File: config.mk
export PLATFORM = sky130hd
export DESIGN_NAME = nmea_sentence_framer_core
export DESIGN_NICKNAME = d
export VERILOG_FILES = /design/src/rtl/nsf_pkg.sv /design/src/rtl/nsf_cell.sv /design/src/rtl/nsf_ctrl.sv /design/src/rtl/nmea_sentence_framer_core.sv
export SDC_FILE = /design/constraint.sdc
export NUM_CORES = 1
export LEC_CHECK = 0
export BUFFER_PORTS_ARGS = -buffer_cell sky130_fd_sc_hd__buf_2
export CORE_MARGIN = 4
export CORE_UTILIZATION = 41
export CTS_CLUSTER_SIZE = 12
export DETAILED_ROUTE_END_ITERATION = 16
export PLACE_DENSITY_LB_ADDON = 0.15
export SETUP_SLACK_MARGIN = 0.4
export SYNTH_ARGS = -nofsm -noshare
export SYNTH_HDL_FRONTEND = slang
export SYNTH_SLANG_ARGS = --single-unit
File: constraint.sdc
create_clock -name clk_i -period 8.8 [get_ports clk_i]
set_clock_uncertainty 0.15 [all_clocks]
set_input_delay 0 -clock clk_i [delete_from_list [all_inputs] [get_ports clk_i]]
set_output_delay 0 -clock clk_i [all_outputs]
set_load 0.02 [all_outputs]
File: src/rtl/nsf_pkg.sv
// ----------------------------------------------------------------------------
// nsf_pkg
// Shared types, character codes and helpers of the sentence framer.
// ----------------------------------------------------------------------------
package nsf_pkg;

  localparam int unsigned BYTE_W   = 8;
  localparam int unsigned CFG_W    = 7;
  localparam int unsigned APB_W    = 32;
  localparam int unsigned PADDR_W  = 3;

  localparam logic [PADDR_W-1:0] REG_MAX_LINE_ADDR = 3'd0;
  localparam logic [CFG_W-1:0]   MAX_LINE_RESET    = 7'd64;

  // Character codes that steer the framer.
  localparam logic [BYTE_W-1:0] CHAR_NUL    = 8'h00;
  localparam logic [BYTE_W-1:0] CHAR_DOLLAR = 8'h24;
  localparam logic [BYTE_W-1:0] CHAR_STAR   = 8'h2A;
  localparam logic [BYTE_W-1:0] CHAR_SPACE  = 8'h20;
  localparam logic [BYTE_W-1:0] CHAR_DEL    = 8'h7F;

  // Dollar, star and two digits: anything longer holds at least one payload byte
  // once the second digit is stored.
  localparam int unsigned MIN_FILL = 4;

  typedef enum logic [1:0] {
    PH_WAIT_START,
    PH_PAYLOAD,
    PH_DIGIT1,
    PH_DIGIT2
  } framer_phase_e;

  // Control that the framer hands to every storage cell.
  typedef struct packed {
    logic              load;
    logic              shift;
    logic [BYTE_W-1:0] data;
  } cell_ctrl_t;

  // Bit 4 set means the byte is not a hex digit; bits 3:0 hold its value.
  function automatic logic [4:0] hex_value(input logic [BYTE_W-1:0] c);
    logic [4:0] v;
    v = 5'h10;
    if (c >= 8'h30 && c <= 8'h39) begin
      v = {1'b0, 4'(c - 8'h30)};
    end else if (c >= 8'h41 && c <= 8'h46) begin
      v = {1'b0, 4'(c - 8'h37)};
    end else if (c >= 8'h61 && c <= 8'h66) begin
      v = {1'b0, 4'(c - 8'h57)};
    end
    return v;
  endfunction

endpackage

File: src/rtl/nsf_cell.sv
// ----------------------------------------------------------------------------
// nsf_cell
// One byte of the line buffer: loads at its own index, shifts toward the head.
// ----------------------------------------------------------------------------
module nsf_cell #(
  parameter int unsigned IDX_W    = 6,
  parameter int unsigned CELL_IDX = 0
) (
  input  logic                              clk_i,
  input  nsf_pkg::cell_ctrl_t               ctrl_i,
  input  logic [IDX_W-1:0]                  wr_idx_i,
  input  logic [nsf_pkg::BYTE_W-1:0]        next_data_i,
  output logic [nsf_pkg::BYTE_W-1:0]        data_o
);
  import nsf_pkg::*;

  logic [BYTE_W-1:0] data_q, data_d;
  logic              hit;

  assign hit = ctrl_i.load && (wr_idx_i == IDX_W'(CELL_IDX));

  always_comb begin
    data_d = data_q;
    if (hit) begin
      data_d = ctrl_i.data;
    end else if (ctrl_i.shift) begin
      data_d = next_data_i;
    end
  end

  // Payload only; contents are defined by the writes that precede any read.
  always_ff @(posedge clk_i) begin
    data_q <= data_d;
  end

  assign data_o = data_q;

endmodule

File: src/rtl/nsf_ctrl.sv
// ----------------------------------------------------------------------------
// nsf_ctrl
// Framer state machine, running checksum and drain counter of the line buffer.
// ----------------------------------------------------------------------------
module nsf_ctrl #(
  parameter int unsigned LINE_BUFFER_DEPTH = 64,
  parameter int unsigned CW = $clog2(LINE_BUFFER_DEPTH + 1),
  parameter int unsigned IW = $clog2(LINE_BUFFER_DEPTH)
) (
  input  logic                        clk_i,
  input  logic                        rst_ni,
  input  logic                        in_valid_i,
  output logic                        in_ready_o,
  input  logic [nsf_pkg::BYTE_W-1:0]  rx_byte_i,
  input  logic [nsf_pkg::CFG_W-1:0]   max_line_length_i,
  output logic                        out_valid_o,
  input  logic                        out_ready_i,
  output logic                        last_of_line_o,
  output nsf_pkg::cell_ctrl_t         cell_ctrl_o,
  output logic [IW-1:0]               wr_idx_o
);
  import nsf_pkg::*;

  localparam logic [CFG_W-1:0] DEPTH_CFG = CFG_W'(LINE_BUFFER_DEPTH);

  framer_phase_e     phase_q, phase_d;
  logic [CW-1:0]     fill_q, fill_d;
  logic [CW-1:0]     remain_q, remain_d;
  logic [BYTE_W-1:0] xor_q, xor_d;
  logic [BYTE_W-1:0] digit_hi_q, digit_hi_d;

  logic              in_fire, out_fire;
  logic              is_nul, is_dollar, is_star, is_bad;
  logic [CFG_W-1:0]  cap;
  logic [4:0]        hi_val, lo_val;
  logic              sum_ok;

  assign in_ready_o  = (remain_q == '0);
  assign out_valid_o = (remain_q != '0);
  assign in_fire     = in_valid_i && in_ready_o;
  assign out_fire    = out_valid_o && out_ready_i;

  // Classify the incoming byte.
  always_comb begin
    cap       = (max_line_length_i > DEPTH_CFG) ? DEPTH_CFG : max_line_length_i;
    is_nul    = (rx_byte_i == CHAR_NUL);
    is_dollar = (rx_byte_i == CHAR_DOLLAR);
    is_star   = (rx_byte_i == CHAR_STAR);
    is_bad    = (CFG_W'(fill_q) >= cap) || (rx_byte_i <= CHAR_SPACE)
                || (rx_byte_i == CHAR_DEL);
    hi_val    = hex_value(digit_hi_q);
    lo_val    = hex_value(rx_byte_i);
    sum_ok    = !hi_val[4] && !lo_val[4] && ({hi_val[3:0], lo_val[3:0]} == xor_q)
                && (fill_q >= CW'(MIN_FILL));
  end

  // Next state.
  always_comb begin
    phase_d    = phase_q;
    fill_d     = fill_q;
    xor_d      = xor_q;
    digit_hi_d = digit_hi_q;
    remain_d   = remain_q;
    if (in_fire && !is_nul) begin
      if (is_dollar) begin
        fill_d  = CW'(1);
        xor_d   = '0;
        phase_d = PH_PAYLOAD;
      end else if (is_bad) begin
        fill_d  = '0;
        phase_d = PH_WAIT_START;
      end else if (is_star) begin
        if (phase_q == PH_PAYLOAD) begin
          fill_d  = fill_q + CW'(1);
          phase_d = PH_DIGIT1;
        end else begin
          fill_d  = '0;
          phase_d = PH_WAIT_START;
        end
      end else begin
        unique case (phase_q)
          PH_WAIT_START: begin
          end
          PH_PAYLOAD: begin
            fill_d = fill_q + CW'(1);
            xor_d  = xor_q ^ rx_byte_i;
          end
          PH_DIGIT1: begin
            fill_d     = fill_q + CW'(1);
            digit_hi_d = rx_byte_i;
            phase_d    = PH_DIGIT2;
          end
          PH_DIGIT2: begin
            if (sum_ok) begin
              remain_d = fill_q + CW'(1);
            end
            fill_d  = '0;
            phase_d = PH_WAIT_START;
          end
          default: begin
          end
        endcase
      end
    end else if (out_fire) begin
      remain_d = remain_q - CW'(1);
    end
  end

  // Outputs toward the cell row and the result channel.
  always_comb begin
    cell_ctrl_o.data  = rx_byte_i;
    cell_ctrl_o.shift = out_fire;
    cell_ctrl_o.load  = 1'b0;
    wr_idx_o          = is_dollar ? '0 : fill_q[IW-1:0];
    if (in_fire && !is_nul) begin
      if (is_dollar) begin
        cell_ctrl_o.load = 1'b1;
      end else if (!is_bad) begin
        if (is_star) begin
          cell_ctrl_o.load = (phase_q == PH_PAYLOAD);
        end else begin
          cell_ctrl_o.load = (phase_q != PH_WAIT_START);
        end
      end
    end
    last_of_line_o = (remain_q == CW'(1));
  end

  always_ff @(posedge clk_i or negedge rst_ni) begin
    if (!rst_ni) begin
      phase_q  <= PH_WAIT_START;
      fill_q   <= '0;
      remain_q <= '0;
      xor_q    <= '0;
    end else begin
      phase_q  <= phase_d;
      fill_q   <= fill_d;
      remain_q <= remain_d;
      xor_q    <= xor_d;
    end
  end

  always_ff @(posedge clk_i) begin
    digit_hi_q <= digit_hi_d;
  end

endmodule

File: src/rtl/nmea_sentence_framer_core.sv
// ----------------------------------------------------------------------------
// nmea_sentence_framer_core
// Frames dollar-started sentences and forwards those with a good checksum.
// ----------------------------------------------------------------------------
// Usage: received characters enter one word at a time on the in channel
// (in_valid_i / in_ready_o, payload rx_byte_i). When the second checksum
// digit completes a sentence whose XOR matches and that holds at least one
// payload byte, the whole sentence, dollar through second digit, leaves on
// the out channel (out_valid_o / out_ready_i) one word per cycle while
// out_ready_i is high, with last_of_line_o on the final word.
// The first word of a sentence is offered in the cycle after the closing
// digit is accepted. The row of storage cells shifts one place toward the
// head per word delivered, and in_ready_o stays low until the last word is
// taken. A stalled receiver simply holds the row, so no word is lost.
// Throughput is one input word per cycle outside of these drain phases.
// Reset clears the framer to wait for a dollar and sets max_line_length to
// 64; buffer contents are not cleared, they are always written before use.
// max_line_length is written through the APB port at address 0.
module nmea_sentence_framer_core #(
  parameter int unsigned LINE_BUFFER_DEPTH = 64
) (
  input  logic                          clk_i,
  input  logic                          rst_ni,
  input  logic                          in_valid_i,
  output logic                          in_ready_o,
  input  logic [nsf_pkg::BYTE_W-1:0]    rx_byte_i,
  output logic                          out_valid_o,
  input  logic                          out_ready_i,
  output logic [nsf_pkg::BYTE_W-1:0]    line_byte_o,
  output logic                          last_of_line_o,
  input  logic                          psel,
  input  logic                          penable,
  input  logic                          pwrite,
  input  logic [nsf_pkg::PADDR_W-1:0]   paddr,
  input  logic [nsf_pkg::APB_W-1:0]     pwdata,
  output logic [nsf_pkg::APB_W-1:0]     prdata,
  output logic                          pready
);
  import nsf_pkg::*;

  localparam int unsigned IW = $clog2(LINE_BUFFER_DEPTH);

  logic [CFG_W-1:0]  max_line_length_q;
  logic              cfg_write;
  cell_ctrl_t        cell_ctrl;
  logic [IW-1:0]     wr_idx;
  logic [BYTE_W-1:0] cell_data [LINE_BUFFER_DEPTH];

  // Configuration port. Writes complete in the access phase, no wait states.
  assign pready    = 1'b1;
  assign cfg_write = psel && penable && pwrite && (paddr == REG_MAX_LINE_ADDR);
  assign prdata    = (paddr == REG_MAX_LINE_ADDR) ?
                     {{(APB_W - CFG_W){1'b0}}, max_line_length_q} : '0;

  always_ff @(posedge clk_i or negedge rst_ni) begin
    if (!rst_ni) begin
      max_line_length_q <= MAX_LINE_RESET;
    end else if (cfg_write) begin
      max_line_length_q <= pwdata[CFG_W-1:0];
    end
  end

  nsf_ctrl #(
    .LINE_BUFFER_DEPTH (LINE_BUFFER_DEPTH)
  ) u_ctrl (
    .clk_i             (clk_i),
    .rst_ni            (rst_ni),
    .in_valid_i        (in_valid_i),
    .in_ready_o        (in_ready_o),
    .rx_byte_i         (rx_byte_i),
    .max_line_length_i (max_line_length_q),
    .out_valid_o       (out_valid_o),
    .out_ready_i       (out_ready_i),
    .last_of_line_o    (last_of_line_o),
    .cell_ctrl_o       (cell_ctrl),
    .wr_idx_o          (wr_idx)
  );

  // The line buffer is a row of cells. Each byte is loaded at its position;
  // during delivery every cell takes its upper neighbor's byte, so the head
  // cell always holds the next word to send.
  for (genvar i = 0; i < LINE_BUFFER_DEPTH; i++) begin : g_cell
    logic [BYTE_W-1:0] next_data;
    if (i == LINE_BUFFER_DEPTH - 1) begin : g_tail
      assign next_data = '0;
    end else begin : g_body
      assign next_data = cell_data[i + 1];
    end
    nsf_cell #(
      .IDX_W    (IW),
      .CELL_IDX (i)
    ) u_cell (
      .clk_i       (clk_i),
      .ctrl_i      (cell_ctrl),
      .wr_idx_i    (wr_idx),
      .next_data_i (next_data),
      .data_o      (cell_data[i])
    );
  end

  assign line_byte_o = cell_data[0];

`ifndef SYNTH
  // While a sentence drains, no new character may enter.
  a_no_input_during_drain: assert property (@(posedge clk_i) disable iff (!rst_ni)
    out_valid_o |-> !in_ready_o)
    else $error("input accepted while a sentence is being delivered");

  // Delivering the final word ends the sentence.
  a_last_ends_line: assert property (@(posedge clk_i) disable iff (!rst_ni)
    (out_valid_o && out_ready_i && last_of_line_o) |=> !out_valid_o)
    else $error("output still valid after the final word of a sentence");

  // A zero character never starts a delivery.
  a_nul_ignored: assert property (@(posedge clk_i) disable iff (!rst_ni)
    (in_valid_i && in_ready_o && (rx_byte_i == CHAR_NUL)) |=> !out_valid_o)
    else $error("zero character caused output");

  // The last flag only appears on a valid word.
  a_last_needs_valid: assert property (@(posedge clk_i) disable iff (!rst_ni)
    last_of_line_o |-> out_valid_o)
    else $error("last flag raised without a valid word");
`endif

endmodule

# == After elaboration in Yosys (flattened, before gate mapping) ==
# Cells that the tools add are included.
# word_totals
n_memories,0
register_bits,551
mem_bits_ro,0
output_inout_bits,44
latch_bits,0
ram_bits,0
wordCells,502
in_bits,50
# classes
bitwise,4
n_div,0
mul,0
reduce_logical,164
mux,162
eq_ne,78
shifts,0
add_sub_neg,8
order_cmp,16
# op_table
op,n
2-to-1 mux 8 bit,132
== test 6 bit (second input constant),32
nonzero test 2 bit,67
== test 6 x 5 -> 1 bit (second input constant),16
2-to-1 mux 7 bit,13
logical AND 1 bit,79
== test 6 x 4 -> 1 bit (second input constant),8
greater-or-equal comparator 8 x 7 -> 1 bit (second input constant),4
less-or-equal comparator 8 x 7 -> 1 bit (second input constant),4
2-to-1 mux 5 bit,6
== test 6 x 3 -> 1 bit (second input constant),4
less-or-equal comparator 8 x 6 -> 1 bit (second input constant),3
== test 8 x 6 -> 1 bit (second input constant),2
greater-or-equal comparator 8 x 6 -> 1 bit (second input constant),2
subtractor 4 x 3 -> 4 bit (second input constant),4
one-hot mux 7 bit (2 select lines),1
== test 6 x 2 -> 1 bit (second input constant),2
nonzero test 5 bit,2
== test 8 x 7 -> 1 bit (second input constant),1
== test 8 bit,1
logical NOT 8 bit,1
2-to-1 mux 2 bit,4
inequality test 2 bit (second input constant),4
subtractor 4 x 1 -> 4 bit (second input constant),2
26 further kinds,38

# == Longest topological paths before layout ==
# logic_depth
ltp_word,15
ltp_mapped,13
mapped_depth_nobuf,11

# == Hierarchy ==
# Synthesis repeated with hierarchy kept, for this count alone.
# unflattened
hier_cells,1599
area_unflattened_um2,27331.2
# modules_own_cells
module,instances,seq_area_each_um2,cells_per_inst,area_each_um2
nsf_cell at g_cell[16].u_cell ...,14,240.2,19,374.1
nsf_cell at g_cell[17].u_cell ...,8,240.2,19,385.4
nsf_cell at g_cell[23].u_cell ...,8,240.2,20,380.4
nsf_ctrl,1,840.8,290,2606.2
nsf_cell at g_cell[11].u_cell ...,6,240.2,20,369.1
nsf_cell at g_cell[51].u_cell ...,6,240.2,20,366.6
nsf_cell at g_cell[49].u_cell ...,5,240.2,20,365.4
nsf_cell at g_cell[55].u_cell ...,4,240.2,20,427.9
nsf_cell at g_cell[1].u_cell ...,4,240.2,20,382.9
nsf_cell at g_cell[10].u_cell ...,4,240.2,20,371.6
nsf_cell at g_cell[12].u_cell ...,2,240.2,20,375.4
nmea_sentence_framer_core,1,176.4,52,540.5
nsf_cell at g_cell[15].u_cell,1,240.2,19,372.9
nsf_cell at g_cell[0].u_cell,1,240.2,20,364.1
nsf_cell at g_cell[48].u_cell,1,240.2,20,362.8

# == Worst setup path before layout ==
# Ideal clock, no wire load.
# synth_timing
path_type,reg-to-reg
from,register u_ctrl.fill_q[0]
to,"register g_cell[12].u_cell.data_q[0], enable pin"
t_required_ns,8.321
path_stages_with_launch,13
period_less_slack_ns,3.496
setup_ns,0.329
setup_slack_ns,5.304
path_buffers,2
arrival_time_ns,3.017
path_cell_list,dfrtp_1 clkbuf_1 inv_1 ha_1 nand2b_1 a21o_1 a21oi_1 o21ai_0 o41a_1 nor2_1 clkbuf_1 nand2_1 nand2_1
# synth_between
elab_chain_len,8
word_cells_on_any_way,10
cone_classes,order compare: 1; eq/ne: 1; mux: 4; reduce/logical: 4
# synth_rtl
element,line,rtl
start: declaration,nsf_ctrl.sv:27,"logic [CW-1:0] fill_q, fill_d;"
start signal: assignment,nsf_ctrl.sv:137,fill_q <= fill_d;
greater-or-equal comparator 7 bit,nsf_ctrl.sv:49,is_bad = (CFG_W'(fill_q) >= cap) || (rx_byte_i <= CHAR_SPACE)
logical OR 1 bit,nsf_ctrl.sv:49,
logical OR 1 bit,nsf_ctrl.sv:50,|| (rx_byte_i == CHAR_DEL);
2-to-1 mux 1 bit,nsf_ctrl.sv:118,end else if (!is_bad) begin
2-to-1 mux 1 bit,nsf_ctrl.sv:116,if (is_dollar) begin
2-to-1 mux 1 bit,nsf_ctrl.sv:115,if (in_fire && !is_nul) begin
logical AND 1 bit (*),nsf_cell.sv:20,assign hit = ctrl_i.load && (wr_idx_i == IDX_W'(CELL_IDX));
nonzero test 2 bit (no source line) (*),n/a,
end signal: assignment,nsf_cell.sv:33,data_q <= data_d;
end: declaration,nsf_cell.sv:17,"logic [BYTE_W-1:0] data_q, data_d;"
# Mark *: on every way between the ends. The rest lies on a longest branch, timed or not.
# A chain may end at the register's enable or synchronous reset.

# == Worst setup path in the final report ==
# layout_timing
from,input port rx_byte_i[1] in the netlist's numbering
to,"register g_cell[52].u_cell.data_q[4], enable pin"
# layout_between
elab_chain_len,8
word_cells_on_any_way,17
cone_classes,order compare: 1; eq/ne: 4; mux: 5; reduce/logical: 7
# layout_rtl
element,line,rtl
start: declaration,nmea_sentence_framer_core.sv:26,"input logic [nsf_pkg::BYTE_W-1:0] rx_byte_i,"
less-or-equal comparator 8 x 6 -> 1 bit,nsf_ctrl.sv:49,
logical OR 1 bit,nsf_ctrl.sv:49,
logical OR 1 bit,nsf_ctrl.sv:50,
2-to-1 mux 1 bit,nsf_ctrl.sv:118,
2-to-1 mux 1 bit,nsf_ctrl.sv:116,
2-to-1 mux 1 bit,nsf_ctrl.sv:115,
logical AND 1 bit (*),nsf_cell.sv:20,
nonzero test 2 bit (no source line) (*),n/a,
end signal: assignment,nsf_cell.sv:33,
end: declaration,nsf_cell.sv:17,
# Marked as above.

==> flow_metrics.py <==
metrics = {
    "power_and_ir_drop": {
        "clkPwrFrac": 0.370,
        "comb_power_share": 0.107,
        "irDropWorstVdd_v": 0.000156,
        "power.static_leakage_nw": 9.61,
        "p_switching_mw": 1.52,
        "p_int_mw": 4.84,
        "powerDensity_mw_per_mm2": 225,
        "switching_share": 0.239,
        "seqPwrFrac": 0.523,
    },
    "sta": {
        "fin_crit_sh": 0.579,
        "slew_viol_final": 0,
        "fmax_ghz": 0.196,
        "worst_slew_pin_slew_ns": 1.20,
        "rsz0062_at_grt": "no",
        "finalSetupViolations": 0,
        "hold_violations": 0,
        "setup_tns_ns": 0,
        "period_minus_slack_ns": 5.10,
        "slew_headroom": 0.199,
    },
    "grt": {
        "grt_pass1_vias": 13900,
        "grt_pass1_wl_um": 82600,
        "globalRoute.totalOverflow": 0,
        "antenna_found_initial": 0,
        "grt_max_degree": 73,
        "grt_usage": 0.160,
    },
    "routing": {
        "first_pass_iters": 5,
        "vias": 13400,
        "drt-total-wl_um": 53600,
        "wl_per_cell_um": 21.4,
        "ant_nets": 0,
        "vias_per_cell": 5.35,
        "drc": 0,
        "dr.first_iter.drc_count": 960,
    },
    "critical_path": {
        "worstPathMaxFanout": 70,
        "critPathSlowestCell": "nor2_1",
        "max_stage_delay_ns": 0.82,
        "path_class": "primary input to flop",
        "crit_arrival_ns": 5.21,
        "crit_chain": "dlygate4sd3_1 -> buf_2 -> buf_4 -> inv_1 -> ha_1 -> nand4_1 -> nand3_1 -> nor2_2 -> nand3b_2 -> nor2_1 -> nand2_1 -> nand2_1",
        "r2r_slack_ns": 4.02,
        "r2r-end": "g_cell[52].u_cell.data_o[4]$_DFFE_PP_",
        "path_common_cell": "nand2_1",
        "crit_required_ns": 8.91,
        "startpoint_type": "primary input",
        "ff2ff_path_depth": 8,
        "reg2reg_from": "u_ctrl.remain_q[3]$_DFFE_PN0P_",
        "cp-end-kind": "flop",
    },
    "hold_path": {
        "hold_path_class": "primary input to flop",
        "hold_start": "rx_byte_i[6]",
        "hold_depth": 2,
        "hold_end": "u_ctrl.digit_hi_q[6]$_DFFE_PP_",
    },
    "synthesis": {
        "synthArstFlopShare": 0.0563,
        "synthFlopType": "edfxtp_1",
        "yosys_warnings": 0,
        "syn_area_mm2": 0.0253,
        "synth-edff-count": 520,
        "syn_area_per_cell_um2": 15.6,
        "ys_seq_elements": 551,
        "synth_cell_types": 76,
        "synth_seq_area_share": 0.647,
        "synth_cells": 1622,
    },
    "clock_tree": {
        "clkLatencyLatePin_ns": 0.62,
        "clockRootBuffer": "clkbuf_16",
        "numCtsBuffers": 58,
        "cts.clk_slew.worst_paths_ns": 0.06,
        "clock_sinks": 551,
        "htreeDepth": 2,
        "cts_buffer_depth": 3,
        "cts_tree": "built",
        "post_cts_buffers": 0,
    },
    "placement": {
        "dp_hpwl_um": 31300,
        "place.gp.congestion": 0.760,
        "postPlaceCellArea_mm2": 0.0262,
        "portBuffers": 42,
        "dp_cells": 2362,
    },
    "floorplan": {
        "io_pins": 94,
        "core_mm2": 0.0607,
        "die_x_um": 257,
        "std_cell_rows": 90,
        "fp.dieH_um": 257,
        "start_util": 0.417,
        "die-area_mm2": 0.0658,
    },
    "finish": {
        "fin_util": 0.466,
        "fin_area_mm2": 0.0283,
        "nFillCells": 5148,
        "final_cells": 2502,
        "area_growth_pct": 11.7,
        "drive_above_1_share": 0.398,
        "final_nets": 1742,
        "final_cell_mix": "520 x edfxtp_1, 504 x mux2_2, 117 x nand2_1",
        "final_common_cell": "edfxtp_1",
    },
    "run": {
        "cap_violations": 0,
    },
    "status": {
        "status": "finished clean",
    },
}
-- how the worst max path moves through the flow --
stage / start / end / cells after the start
after global placement: rx_byte_i[2] / g_cell[11].u_cell.data_o[4]$_DFFE_PP_ / 10
final: rx_byte_i[1] / g_cell[52].u_cell.data_o[4]$_DFFE_PP_ / 12
after CTS: rx_byte_i[1] / g_cell[52].u_cell.data_o[2]$_DFFE_PP_ / 12
after detailed placement: rx_byte_i[2] / g_cell[53].u_cell.data_o[1]$_DFFE_PP_ / 10
after global routing: rx_byte_i[1] / g_cell[53].u_cell.data_o[4]$_DFFE_PP_ / 12
after floorplan: u_ctrl.fill_q[0]$_DFFE_PN0P_ / g_cell[12].u_cell.data_o[0]$_DFFE_PP_ / 12
-- kinds of logic after synthesis --
family	Yosys count	share of synthesized area
multiplexers	506	0.225
AO/OA/AOI/OAI	110	0.0303
adder cells (fa/ha/maj)	19	0.00939
flip-flops	551	0.647
buffers and inverters	144	0.0267
other	2	0.000297
XOR/XNOR	8	0.00277
AND/OR/NAND/NOR	282	0.0582
-- per-layer routing --
metal	track usage	up-vias	part of all wire
met5	0	-	0
met2	0.259	257	0.47
met1	0.224	6830	0.47
li1	-	6240	-
met4	0.0411	0	0.019
met3	0.0287	69	0.044
-- worst max-delay path: cells and delay by family --
family | cells | cell delay [ns]
buffers and inverters | 4 | 1.68
AND/OR/NAND/NOR | 7 | 3.10
adder cells (fa/ha/maj) | 1 | 0.40
-- cells in the mapped netlist, drive strengths merged (3+ instances only) --
| library cell | n | area [µm²] |
|---|---|---|
| nor3 | 14 | 81.3 |
| and4 | 3 | 26.3 |
| mux2 | 505 | 5690 |
| and3 | 3 | 18.8 |
| o211a | 3 | 30.0 |
| a21o | 7 | 52.6 |
| a22o | 3 | 26.3 |
| xnor2 | 7 | 61.3 |
| or2 | 3 | 18.8 |
| o2111ai | 3 | 26.3 |
| a221oi | 3 | 26.3 |
| nor4 | 5 | 37.5 |
| nor3b | 5 | 52.6 |
| clkbuf | 76 | 285 |
| or4b | 3 | 33.8 |
| nand3b | 4 | 33.8 |
| nand2 | 138 | 568 |
| nand2b | 14 | 87.6 |
| nor2b | 6 | 37.5 |
| ha | 19 | 238 |
| nor2 | 31 | 119 |
| or4 | 4 | 33.8 |
| or3 | 4 | 25.0 |
| and2 | 21 | 131 |
| nand4 | 3 | 18.8 |
| o21ai | 37 | 185 |
| o31ai | 8 | 73.8 |
| edfxtp | 520 | 15600 |
| buf | 47 | 312 |
| a21oi | 19 | 106 |
| a41o | 3 | 30.0 |
| dfrtp | 30 | 751 |
| inv | 21 | 78.8 |
| o22ai | 3 | 18.8 |
| nand3 | 14 | 75.1 |
-- registers in the layout, summed over array words and instances, names as in the netlist --
register              count
u_ctrl.xor_q              8
u_ctrl.remain_q           7
g_cell.u_cell.data_o    512
u_ctrl.fill_q             7
u_ctrl.digit_hi_q         8
max_line_length_q         7
u_ctrl.phase_q            2
-- through the flow --
step                      power, mW  setup slack (ns)  hold slack (ns)
after floorplan                3.82              5.30           -0.446
after global placement         4.03              3.50          -0.0514
after detailed placement       4.04              3.41          -0.0504
after CTS                      6.43              3.63           0.0364
after global routing           6.63              3.20           0.0642
final                          6.36              3.70           0.0568
-- power groups by stage --
stage | sequential (mW) | clock [mW] | combinational [mW]
after floorplan | 3.31 | 0 | 0.504
after global placement | 3.37 | 0 | 0.655
after detailed placement | 3.38 | 0 | 0.663
after CTS | 3.33 | 2.42 | 0.688
after global routing | 3.35 | 2.52 | 0.752
final | 3.33 | 2.35 | 0.678
-- area by class of cell --
cell class                      count  area (µm²)  area share
Timing Repair Buffer               90         666      0.0235
Sequential cell                   551       16400       0.579
Inverter                           21        78.8     0.00279
Clock buffer                       79        1560      0.0552
Clock inverter                     27         238     0.00840
Tap cell                          782         978      0.0346
Multi-Input combinational cell    951        8380       0.296
Antenna cell                        1        2.50   0.0000884
-- repair_timing --
item                                    in CTS  in global routing
hold buffers                                33                  0
gates resized for setup                      0                  0
hold endpoints to repair                    62                  0
endpoints found under the setup margin       0                  0
No activity file was read; power rests on OpenSTA's default activity.
